## config.mk

```make
export PLATFORM = sky130hd
export DESIGN_NAME = tuner_pll_word_programmer
export DESIGN_NICKNAME = d
export VERILOG_FILES = /design/src/rtl/core/tpwp_pkg.sv /design/src/rtl/core/tpwp_front.sv /design/src/rtl/core/tpwp_cmd_fifo.sv /design/src/rtl/core/tpwp_back.sv /design/src/rtl/core/tuner_pll_word_programmer.sv
export SDC_FILE = /design/constraint.sdc
export NUM_CORES = 1
export LEC_CHECK = 0
export BUFFER_PORTS_ARGS = -buffer_cell sky130_fd_sc_hd__buf_2
export CAP_MARGIN = 30
export CORE_MARGIN = 4
export CORE_UTILIZATION = 39
export CTS_CLUSTER_DIAMETER = 100
export DETAILED_ROUTE_END_ITERATION = 8
export GPL_TIMING_DRIVEN = 0
export PLACE_DENSITY = 0.68
export SLEW_MARGIN = 20
export SYNTH_ARGS = -nofsm -noshare
export SYNTH_HDL_FRONTEND = slang
export SYNTH_SLANG_ARGS = --single-unit
```

## constraint.sdc

```tcl
create_clock -name clk -period 4.8 [get_ports clk]
set_clock_uncertainty 0.1 [all_clocks]
set_input_delay 0.24 -clock clk [delete_from_list [all_inputs] [get_ports clk]]
set_output_delay 0.24 -clock clk [all_outputs]
set_load 0.005 [all_outputs]
```

## src/rtl/core/tpwp_pkg.sv

```systemverilog
package tpwp_pkg;

  // depth of the command queue between front and back
  localparam int unsigned QDEPTH = 4;
  localparam int unsigned QPTR_W = $clog2(QDEPTH);
  localparam int unsigned QCNT_W = $clog2(QDEPTH + 1);

  // one classified tuning request, ready to be serialized
  typedef struct packed {
    logic       range_error;
    logic       ref_half;    // 500 kHz reference step
    logic       psc16;       // prescaler 16
    logic       div_bit;
    logic [2:0] band;
    logic [7:0] n_cnt;
    logic [4:0] a_cnt;
  } cmd_t;

  // byte positions of the write sequence
  typedef enum logic [3:0] {
    SLOT_INIT0,
    SLOT_INIT1,
    SLOT_INIT2,
    SLOT_INIT3,
    SLOT_WORD0,
    SLOT_WORD1,
    SLOT_WORD2,
    SLOT_WORD3,
    SLOT_TEST,
    SLOT_LPF2,
    SLOT_LPF3,
    SLOT_REWRITE0
  } slot_t;

endpackage

```

## src/rtl/core/tpwp_front.sv

```systemverilog
module tpwp_front
  import tpwp_pkg::*;
(
  input  logic        clk,
  input  logic        rst_n,
  input  logic        req_take,
  input  logic [21:0] req_freq,
  output logic        cmd_valid,
  output cmd_t        cmd,
  output logic [1:0]  inflight
);

  localparam logic [21:0] F_MIN      = 22'd950000;
  localparam logic [21:0] F_MAX      = 22'd2150000;
  localparam logic [21:0] F_REF_HALF = 22'd1024000;
  localparam logic [21:0] F_PSC16    = 22'd1375000;
  localparam logic [22:0] ROUND_ADD  = 23'd500;
  // ceil(2^32 / 1000): exact floor(x / 1000) for x below 2^22
  localparam logic [22:0] RECIP_1000 = 23'd4294968;

  localparam logic [21:0] BAND_LIMIT [8] = '{
    22'd986000, 22'd1073000, 22'd1154000, 22'd1291000,
    22'd1447000, 22'd1615000, 22'd1791000, 22'd1972000
  };
  localparam logic       BAND_DIV [9] = '{1'b1, 1'b1, 1'b1, 1'b0, 1'b0, 1'b0, 1'b0, 1'b0, 1'b0};
  localparam logic [2:0] BAND_BA  [9] = '{3'd5, 3'd6, 3'd7, 3'd1, 3'd2, 3'd3, 3'd4, 3'd5, 3'd6};

  // stage 1: captured request
  logic        s1_v_r;
  logic [21:0] s1_f_r;

  // stage 2: classification and rounded numerator
  logic        s2_v_r, s2_err_r, s2_ref_r, s2_psc_r, s2_div_r;
  logic [2:0]  s2_band_r;
  logic [22:0] s2_x_r;
  logic        s2_err_nxt, s2_ref_nxt, s2_psc_nxt, s2_div_nxt;
  logic [2:0]  s2_band_nxt;
  logic [22:0] s2_x_nxt;
  logic [3:0]  band_idx;

  // stage 3: division count
  logic        s3_v_r, s3_err_r, s3_ref_r, s3_psc_r, s3_div_r;
  logic [2:0]  s3_band_r;
  logic [11:0] s3_count_r;
  logic [45:0] prod;
  logic [11:0] s3_count_nxt;

  always_comb begin
    band_idx = 4'd8;
    for (int i = 7; i >= 0; i--) begin
      if (s1_f_r <= BAND_LIMIT[i]) begin
        band_idx = i[3:0];
      end
    end
    s2_err_nxt  = (s1_f_r < F_MIN) || (s1_f_r > F_MAX);
    s2_ref_nxt  = s1_f_r < F_REF_HALF;
    s2_psc_nxt  = s1_f_r <= F_PSC16;
    s2_div_nxt  = BAND_DIV[band_idx];
    s2_band_nxt = BAND_BA[band_idx];
    // count = round(f * 1000 / step) reduces to floor(x / 1000)
    if (s2_ref_nxt) begin
      s2_x_nxt = {s1_f_r, 1'b0} + ROUND_ADD;
    end else begin
      s2_x_nxt = {1'b0, s1_f_r} + ROUND_ADD;
    end
  end

  assign prod         = s2_x_r * RECIP_1000;
  assign s3_count_nxt = prod[43:32];

  always_ff @(posedge clk) begin
    if (!rst_n) begin
      s1_v_r <= 1'b0;
      s2_v_r <= 1'b0;
      s3_v_r <= 1'b0;
    end else begin
      s1_v_r <= req_take;
      s2_v_r <= s1_v_r;
      s3_v_r <= s2_v_r;
    end
  end

  always_ff @(posedge clk) begin
    if (req_take) begin
      s1_f_r <= req_freq;
    end
    s2_err_r   <= s2_err_nxt;
    s2_ref_r   <= s2_ref_nxt;
    s2_psc_r   <= s2_psc_nxt;
    s2_div_r   <= s2_div_nxt;
    s2_band_r  <= s2_band_nxt;
    s2_x_r     <= s2_x_nxt;
    s3_err_r   <= s2_err_r;
    s3_ref_r   <= s2_ref_r;
    s3_psc_r   <= s2_psc_r;
    s3_div_r   <= s2_div_r;
    s3_band_r  <= s2_band_r;
    s3_count_r <= s3_count_nxt;
  end

  // split count into N and A by the prescaler
  always_comb begin
    cmd.range_error = s3_err_r;
    cmd.ref_half    = s3_ref_r;
    cmd.psc16       = s3_psc_r;
    cmd.div_bit     = s3_div_r;
    cmd.band        = s3_band_r;
    if (s3_psc_r) begin
      cmd.n_cnt = s3_count_r[11:4];
      cmd.a_cnt = {1'b0, s3_count_r[3:0]};
    end else begin
      cmd.n_cnt = {1'b0, s3_count_r[11:5]};
      cmd.a_cnt = s3_count_r[4:0];
    end
  end

  assign cmd_valid = s3_v_r;
  assign inflight  = {1'b0, s1_v_r} + {1'b0, s2_v_r} + {1'b0, s3_v_r};

endmodule

```

## src/rtl/core/tpwp_cmd_fifo.sv

```systemverilog
module tpwp_cmd_fifo
  import tpwp_pkg::*;
(
  input  logic              clk,
  input  logic              rst_n,
  input  logic              wr_en,
  input  cmd_t              wr_data,
  input  logic              rd_en,
  output cmd_t              rd_data,
  output logic              not_empty,
  output logic [QCNT_W-1:0] count
);

  cmd_t              slot_q [QDEPTH];
  logic [QPTR_W-1:0] wr_ptr_r, rd_ptr_r;
  logic [QCNT_W-1:0] count_r;
  logic              do_rd;

  assign do_rd     = rd_en && (count_r != '0);
  assign not_empty = count_r != '0;
  assign count     = count_r;
  assign rd_data   = slot_q[rd_ptr_r];

  always_ff @(posedge clk) begin
    if (!rst_n) begin
      wr_ptr_r <= '0;
      rd_ptr_r <= '0;
      count_r  <= '0;
    end else begin
      if (wr_en) begin
        wr_ptr_r <= wr_ptr_r + 1'b1;
      end
      if (do_rd) begin
        rd_ptr_r <= rd_ptr_r + 1'b1;
      end
      if (wr_en && !do_rd) begin
        count_r <= count_r + 1'b1;
      end else if (!wr_en && do_rd) begin
        count_r <= count_r - 1'b1;
      end
    end
  end

  always_ff @(posedge clk) begin
    if (wr_en) begin
      slot_q[wr_ptr_r] <= wr_data;
    end
  end

endmodule

```

## src/rtl/core/tpwp_back.sv

```systemverilog
module tpwp_back
  import tpwp_pkg::*;
(
  input  logic       clk,
  input  logic       rst_n,
  input  logic       head_valid,
  input  cmd_t       head,
  input  logic [1:0] gain,
  input  logic [5:0] lpf_mhz,
  output logic       head_pop,
  input  logic       pop,
  output logic       empty,
  output logic [7:0] data_byte,
  output logic       starts_write,
  output logic       last_byte,
  output logic       range_error
);

  localparam logic [7:0] INIT_B0  = 8'h20;
  localparam logic [7:0] INIT_B1  = 8'h00;
  localparam logic [7:0] INIT_B2  = 8'hE0;
  localparam logic [7:0] INIT_B3  = 8'h00;
  localparam logic [7:0] TEST_BIT = 8'h04;
  localparam logic [5:0] LPF_LO   = 6'd10;
  localparam logic [5:0] LPF_HI   = 6'd34;
  localparam logic [3:0] LPF_CODE [13] = '{
    4'h3, 4'h8, 4'hA, 4'h9, 4'hB, 4'h4, 4'h6, 4'h5, 4'h7, 4'hC, 4'hE, 4'hD, 4'hF
  };

  slot_t      slot_r, slot_nxt;
  logic       out_v_r;
  logic [7:0] byte_r;
  logic       start_r, last_r, err_r;

  logic       out_free, emit, seq_end;
  logic [5:0] lpf_off;
  logic [3:0] code;
  logic [7:0] b0, b1, b2, b3, b_test, b_lpf2, b_lpf3;
  logic [7:0] byte_nxt;
  logic       start_nxt;

  assign out_free = !out_v_r || pop;
  assign emit     = head_valid && out_free;
  assign seq_end  = head.range_error || (slot_r == SLOT_REWRITE0);
  assign head_pop = emit && seq_end;

  assign lpf_off = lpf_mhz - LPF_LO;

  always_comb begin
    code = 4'h0;
    if ((lpf_mhz >= LPF_LO) && (lpf_mhz <= LPF_HI) && !lpf_mhz[0]) begin
      code = LPF_CODE[lpf_off[4:1]];
    end
  end

  // charge pump bit 1 lands on byte 2 bit 6, already set by the init value
  assign b0     = INIT_B0 | {1'b0, gain, 5'b0} | {3'b0, head.n_cnt[7:3]};
  assign b1     = {head.n_cnt[2:0], head.a_cnt};
  assign b2     = INIT_B2 | {7'b0, head.ref_half};
  assign b3     = {head.band, head.psc16, 2'b00, head.div_bit, 1'b0};
  assign b_test = b2 | TEST_BIT;
  assign b_lpf2 = b_test | {3'b0, code[1:0], 3'b0};
  assign b_lpf3 = b3 | {4'b0, code[3:2], 2'b0};

  always_comb begin
    byte_nxt  = 8'h00;
    start_nxt = 1'b0;
    unique case (slot_r)
      SLOT_INIT0:    begin byte_nxt = INIT_B0; start_nxt = 1'b1; end
      SLOT_INIT1:    byte_nxt = INIT_B1;
      SLOT_INIT2:    byte_nxt = INIT_B2;
      SLOT_INIT3:    byte_nxt = INIT_B3;
      SLOT_WORD0:    begin byte_nxt = b0; start_nxt = 1'b1; end
      SLOT_WORD1:    byte_nxt = b1;
      SLOT_WORD2:    byte_nxt = b2;
      SLOT_WORD3:    byte_nxt = b3;
      SLOT_TEST:     begin byte_nxt = b_test; start_nxt = 1'b1; end
      SLOT_LPF2:     begin byte_nxt = b_lpf2; start_nxt = 1'b1; end
      SLOT_LPF3:     byte_nxt = b_lpf3;
      SLOT_REWRITE0: begin byte_nxt = b0; start_nxt = 1'b1; end
      default:       byte_nxt = 8'h00;
    endcase
    if (head.range_error) begin
      byte_nxt  = 8'h00;
      start_nxt = 1'b0;
    end
  end

  always_comb begin
    slot_nxt = slot_r;
    if (emit) begin
      if (seq_end) begin
        slot_nxt = SLOT_INIT0;
      end else begin
        slot_nxt = slot_t'(slot_r + 4'd1);
      end
    end
  end

  always_ff @(posedge clk) begin
    if (!rst_n) begin
      slot_r  <= SLOT_INIT0;
      out_v_r <= 1'b0;
    end else begin
      slot_r <= slot_nxt;
      if (out_free) begin
        out_v_r <= emit;
      end
    end
  end

  always_ff @(posedge clk) begin
    if (emit) begin
      byte_r  <= byte_nxt;
      start_r <= start_nxt;
      last_r  <= seq_end;
      err_r   <= head.range_error;
    end
  end

  assign empty        = !out_v_r;
  assign data_byte    = byte_r;
  assign starts_write = start_r;
  assign last_byte    = last_r;
  assign range_error  = err_r;

endmodule

```

## src/rtl/core/tuner_pll_word_programmer.sv

```systemverilog
// tuner pll word programmer
// input channel: a request carries a tuning frequency in kHz and is taken on a
//   clock edge with push high and full low
// result channel: one byte per result, with starts_write, last_byte and
//   range_error; the head byte is shown while empty is low and leaves on pop
// an in-range request gives 12 bytes (init, full word, test-mode set, low-pass
//   code, byte 0 rewrite); an out-of-range one gives a single error result
// the first byte passes the capture, classify and multiply stages, the queue
//   and the output register before it shows; after that one byte per cycle
//   while pop stays high; the front takes new requests before earlier ones
//   leave, as a request frees its queue credit when its last byte is registered
// a 3-stage front (capture, classify, multiply by 1/1000) feeds a 4-entry
//   command queue; full rises once queued plus in-flight requests reach 4
// when pop stays low the output byte holds, the back end stops, and the front
//   keeps taking requests until the queue credit runs out
// reset empties the pipeline and queue and sets gain to 2, cutoff to 34 MHz
// config registers (apb, byte address 0 and 4): baseband gain, lowpass cutoff;
//   they are read by the back end as each byte is formed, so write them idle
module tuner_pll_word_programmer
  import tpwp_pkg::*;
(
  input  logic        clk,
  input  logic        rst_n,
  // request channel
  input  logic        push,
  output logic        full,
  input  logic [21:0] in_frequency_khz,
  // result channel
  output logic        empty,
  input  logic        pop,
  output logic [7:0]  out_data_byte,
  output logic        out_starts_write,
  output logic        out_last_byte,
  output logic        out_range_error,
  // apb config port
  input  logic        psel,
  input  logic        penable,
  input  logic        pwrite,
  input  logic [2:0]  paddr,
  input  logic [31:0] pwdata,
  output logic [31:0] prdata,
  output logic        pready
);

  localparam logic REG_GAIN = 1'b0;
  localparam logic REG_LPF  = 1'b1;

  localparam logic [1:0] GAIN_RESET = 2'd2;
  localparam logic [5:0] LPF_RESET  = 6'd34;

  // config registers
  logic [1:0] gain_r;
  logic [5:0] lpf_r;
  logic       cfg_wr;

  // front to queue
  logic              req_take;
  logic              cmd_valid;
  cmd_t              cmd;
  logic [1:0]        inflight;

  // queue to back
  cmd_t              head;
  logic              head_valid;
  logic              head_pop;
  logic [QCNT_W-1:0] q_count;
  logic [QCNT_W:0]   credit_used;

  assign pready = 1'b1;
  assign cfg_wr = psel && penable && pwrite && pready;

  always_ff @(posedge clk) begin
    if (!rst_n) begin
      gain_r <= GAIN_RESET;
      lpf_r  <= LPF_RESET;
    end else if (cfg_wr) begin
      unique case (paddr[2])
        REG_GAIN: gain_r <= pwdata[1:0];
        REG_LPF:  lpf_r  <= pwdata[5:0];
        default:  gain_r <= gain_r;
      endcase
    end
  end

  always_comb begin
    unique case (paddr[2])
      REG_GAIN: prdata = {30'b0, gain_r};
      REG_LPF:  prdata = {26'b0, lpf_r};
      default:  prdata = 32'b0;
    endcase
  end

  // every request in the front pipeline has a queue entry reserved
  assign credit_used = {1'b0, q_count} + {{(QCNT_W - 1){1'b0}}, inflight};
  assign full        = credit_used >= (QCNT_W + 1)'(QDEPTH);
  assign req_take    = push && !full;

  tpwp_front u_front (
    .clk       (clk),
    .rst_n     (rst_n),
    .req_take  (req_take),
    .req_freq  (in_frequency_khz),
    .cmd_valid (cmd_valid),
    .cmd       (cmd),
    .inflight  (inflight)
  );

  tpwp_cmd_fifo u_queue (
    .clk       (clk),
    .rst_n     (rst_n),
    .wr_en     (cmd_valid),
    .wr_data   (cmd),
    .rd_en     (head_pop),
    .rd_data   (head),
    .not_empty (head_valid),
    .count     (q_count)
  );

  tpwp_back u_back (
    .clk          (clk),
    .rst_n        (rst_n),
    .head_valid   (head_valid),
    .head         (head),
    .gain         (gain_r),
    .lpf_mhz      (lpf_r),
    .head_pop     (head_pop),
    .pop          (pop),
    .empty        (empty),
    .data_byte    (out_data_byte),
    .starts_write (out_starts_write),
    .last_byte    (out_last_byte),
    .range_error  (out_range_error)
  );

`ifndef NO_ASSERTIONS
  // queue plus front pipeline never exceed the queue depth
  a_credit: assert property (@(posedge clk) disable iff (!rst_n)
    credit_used <= (QCNT_W + 1)'(QDEPTH))
    else $error("command queue credit overrun");

  // an error result is a lone, final, empty byte
  a_err_shape: assert property (@(posedge clk) disable iff (!rst_n)
    (!empty && out_range_error) |-> (out_last_byte && !out_starts_write &&
                                     out_data_byte == 8'h00))
    else $error("malformed range error result");

  // the byte 0 rewrite closing a sequence opens its own write
  a_last_starts: assert property (@(posedge clk) disable iff (!rst_n)
    (!empty && out_last_byte && !out_range_error) |-> out_starts_write)
    else $error("final byte does not start a write");

  // nothing to deliver right after reset
  a_reset_empty: assert property (@(posedge clk)
    $past(!rst_n) |-> empty)
    else $error("result shown right after reset");
`endif

endmodule
```

==> summary.txt <==
Critical path
  • Worst Path Required: approximately 5.1 ns
  • Reg2reg path depth: 19
  • R2r startpoint: u_front.s2_x_r[7]$_DFF_P_
  • WS Path Type: reg -> reg
  • CP Capture Type: flip-flop
  • Worst EP arrival: between 5 and 6 ns
  • Max FO, Critical Path: 6
  • R2R Path End: u_front.s3_count_r[11]$_DFF_P_
  • R2R Setup Slk: -0.41 ns
  • Element type at the critical path start: flip-flop

Outcome
  • Run status: finished with violations
  • Failing checks: negative setup slack

Min path
  • Hold path depth: 3
  • Hold Path Sink: u_back.out_v_r$_SDFFE_PN0N_
  • Min-Delay Path Class: in -> reg
  • Worst hold start: pop

Placement
  • Dpl ws: -0.664 ns
  • Post-DP HPWL: about 27000 um
  • Final Wtd Congestion: approximately 0.93
  • IO buf count: 53
  • Placed cell area: 0.0163 mm2
  • # placed instances: 1996

Global route
  • Largest net degree at the start of global routing: 23
  • GRT overflow: 0
  • Met1 GRT Util: between 20% and 30%
  • Met3 usage: approximately 3.2%
  • Initial antenna violation count: 0
  • Vias in the first global route: between 10000 and 15000
  • First-pass GRT wire length: about 57000 um
  • Gr busiest metal: met2
  • Gr usage total: 17.2%
  • Global-route track usage on met2: between 20 and 30%

Flow run
  • Max_cap viols: 0

Timing
  • Worst Hold Slack: approximately 0.036 ns
  • Rel. slew slack: 44.9%
  • RSZ-0062 raised after global routing: true
  • Max Slew Vio Count: 0
  • Final setup viols: 12
  • Worst setup margin: -0.407 ns
  • Fmax achieved: just under 200 MHz
  • Tightest Pin Transition: between 0.8 and 0.9 ns
  • Final hold violation count: 0
  • Fin crit period: approximately 5.2 ns
  • Final period utilization: 108%

Routing
  • DR WL/cell: ~17 um
  • DRT Pass-1 Iters: 6
  • Routed vias: 10800
  • Vias per std cell: approximately 5.1
  • Number of routed nets with antenna violations: 0
  • Starting DRT DRC Count: between 700 and 800
  • Residual DRC: 0
  • Post-Route WL: around 35000 um

Yosys
  • Seq/Total Area, Yosys: around a third
  • Synth area leader: edfxtp_1
  • Yosys cell types: 76
  • FF+latch count, synth: about 190
  • Syn Area/Cell: roughly 11 um2
  • Top cells by area, synth: edfxtp_1, ha_1, fa_1
  • Share of flip-flops with an asynchronous set or reset: 0%
  • YS warnings: 0
  • Top FF cell, synth: edfxtp_1
  • Post-synth EDFFs: around 110
  • Syn Inst Count: approximately 1400
  • Synthesized area: roughly 0.015 mm2
  • Post-synth top area share: ~23%

Clock tree
  • CTS Root Cell: clkbuf_16
  • H-tree Lvls: 4
  • CTS buffer count: 17
  • Clk_lat worst skew: 0.44 ns
  • Worst-case clock buffer depth: 2
  • Clock sink count: between 150 and 200
  • CTS clock-pin slew for the worst setup and hold paths: around 0.080 ns
  • TritonCTS clock tree: yes

Floorplanning
  • Die width: roughly 200 um
  • Core Area: between 0.03 and 0.04 mm2
  • IO Count: 110
  • Die span in y: 203 um
  • Row cnt: slightly above 70
  • DIE AREA: between 0.04 and 0.05 mm2
  • Initial core utilization: between 30 and 40%

Final layout
  • FF/Latch Area: 0.00494 mm2
  • Filler Cell Count: between 3000 and 4000
  • Final nets: 1944
  • Finished Layout Cells: around 2100
  • Diodes inserted: 0
  • Final Cell Area: between 0.015 and 0.02 mm2
  • Area of the multi-input gates: around 0.0095 mm2
  • Syn-to-layout area delta: 20.4%
  • Layout cell share with drive strength beyond 1: 20.2%
-- metal layers --
| layer | up-vias | routed length, um |
|---|---|---|
| met2 | 310 | 17100 |
| met5 | - | 0 |
| li1 | 5153 | - |
| met4 | 0 | 595 |
| met1 | 5253 | 16000 |
| met3 | 38 | 1760 |
-- flip-flops by register name, summed over array words and instances, names as in the netlist, 3 cells and up, named ones only --
name / count
lpf_r: 6
u_back.data_byte: 8
u_back.slot_r: 4
u_front.s1_f_r: 22
u_front.s2_band_r: 3
u_front.s2_x_r: 23
u_front.s3_band_r: 3
u_front.s3_count_r: 12
u_queue.count: 3
u_queue.slot_q: 80
-- area by class of cell --
cell class,count,share of cell area (%)
Multi-Input combinational cell,929,53.1
Clock inverter,15,0.917
Clock buffer,17,2.38
Inverter,241,5.07
Sequential cell,187,27.6
Timing Repair Buffer,125,5.26
Tap cell,511,3.58
Buffer,70,2.11
-- cells in the final DEF (no fill, tap or decap), drive strengths merged, types with 8 or more instances in the layout --
cell type / n
nand4: 17
xnor2: 22
fa: 105
and3: 12
nor4: 9
nand3: 23
inv: 251
a21o: 17
mux4: 20
dlygate4sd3: 30
conb: 27
nand2b: 8
o21ai: 43
a31oi: 11
mux2i: 19
nor3: 30
nand2: 70
xor2: 16
dfxtp: 74
a211oi: 16
nor2: 49
nor2b: 14
ha: 204
edfxtp: 113
and2: 25
buf: 131
clkbuf: 51
mux2: 9
a21oi: 57
-- worst max path at each step --
stage	slack, ns	depth (start not counted)	end	startpoint
6_report	-0.41	19	u_front.s3_count_r[11]$_DFF_P_	u_front.s2_x_r[7]$_DFF_P_
5_1_grt	-0.54	20	u_front.s3_count_r[6]$_DFF_P_	u_front.s2_x_r[7]$_DFF_P_
4_1_cts	-0.47	19	u_front.s3_count_r[8]$_DFF_P_	u_front.s2_x_r[4]$_DFF_P_
3_5_place_dp	-0.66	16	u_front.s3_count_r[8]$_DFF_P_	u_front.s2_x_r[13]$_DFF_P_
3_3_place_gp	-0.66	16	u_front.s3_count_r[8]$_DFF_P_	u_front.s2_x_r[13]$_DFF_P_
2_1_floorplan	-0.04	19	u_front.s3_count_r[6]$_DFF_P_	u_front.s2_x_r[8]$_DFF_P_
-- cell usage after synthesis, types with 8 or more instances --
cell type and n:
a21o_1 17, ha_1 204, o21ai_0 36, inv_1 239
fa_1 105, nand2b_1 8, clkbuf_1 34, xor2_1 16
nand4_1 17, and3_1 12, and2_1 25, a31oi_1 11
nand3_1 23, nor3_1 29, buf_4 27, mux2i_1 19
a211oi_1 16, xnor2_1 22, nor2_1 48, a21oi_1 57
dfxtp_1 74, nor2b_1 14, edfxtp_1 113, nand2_1 70
nor4_1 9, mux4_2 20, mux2_2 9
-- critical path, cell delays in order (launching register included) --
cell     delay [ns]
dfxtp_4        0.39
ha_4           0.25
ha_4           0.16
fa_1           0.47
inv_1          0.05
fa_1           0.45
inv_2          0.07
fa_2           0.43
fa_1           0.51
inv_2          0.05
fa_1           0.50
inv_2          0.05
ha_4           0.30
nand4_1        0.16
nor4_1         0.32
a211o_1        0.18
nor2_1         0.06
o211a_1        0.28
a31oi_2        0.21
xnor2_1        0.16
-- cells by family (layout without fill, tap and decap cells) --
family / count (synthesis) / count (layout) / synth area share, %
AOI/OAI and AO/OA: 221 / 221 / 9.90
xor gates and xnor gates: 38 / 38 / 2.24
and+or+nand+nor: 286 / 286 / 10.0
muxes: 48 / 48 / 5.00
DFF: 187 / 187 / 32.8
adders and majority gates: 309 / 309 / 31.3
buffers and inverters: 311 / 468 / 8.64
other: 2 / 27 / 0.0506
-- repair_timing --
action,CTS,global route
cloned,0,0
gates resized for setup,42,44
endpoints found under the hold margin,31,0
pin swaps,41,44
hold buffers,30,0
endpoints found under the setup margin,12,12
buffers inserted,28,9
-- per-stage QoR --
| step | TNS [ns] | util [%] |
|---|---|---|
| 2_1_floorplan | -0.0748 | - |
| 3_3_place_gp | -5.85 | 43.1 |
| 3_5_place_dp | -6.15 | 43.3 |
| 4_1_cts | -4.12 | 46.7 |
| 5_1_grt | -5.23 | 47.6 |
| 6_report | -3.53 | 47.6 |
Power is left out: the tool's default activity adds up to more than one toggle a clock period on the data nets, which glitch-free logic cannot reach.
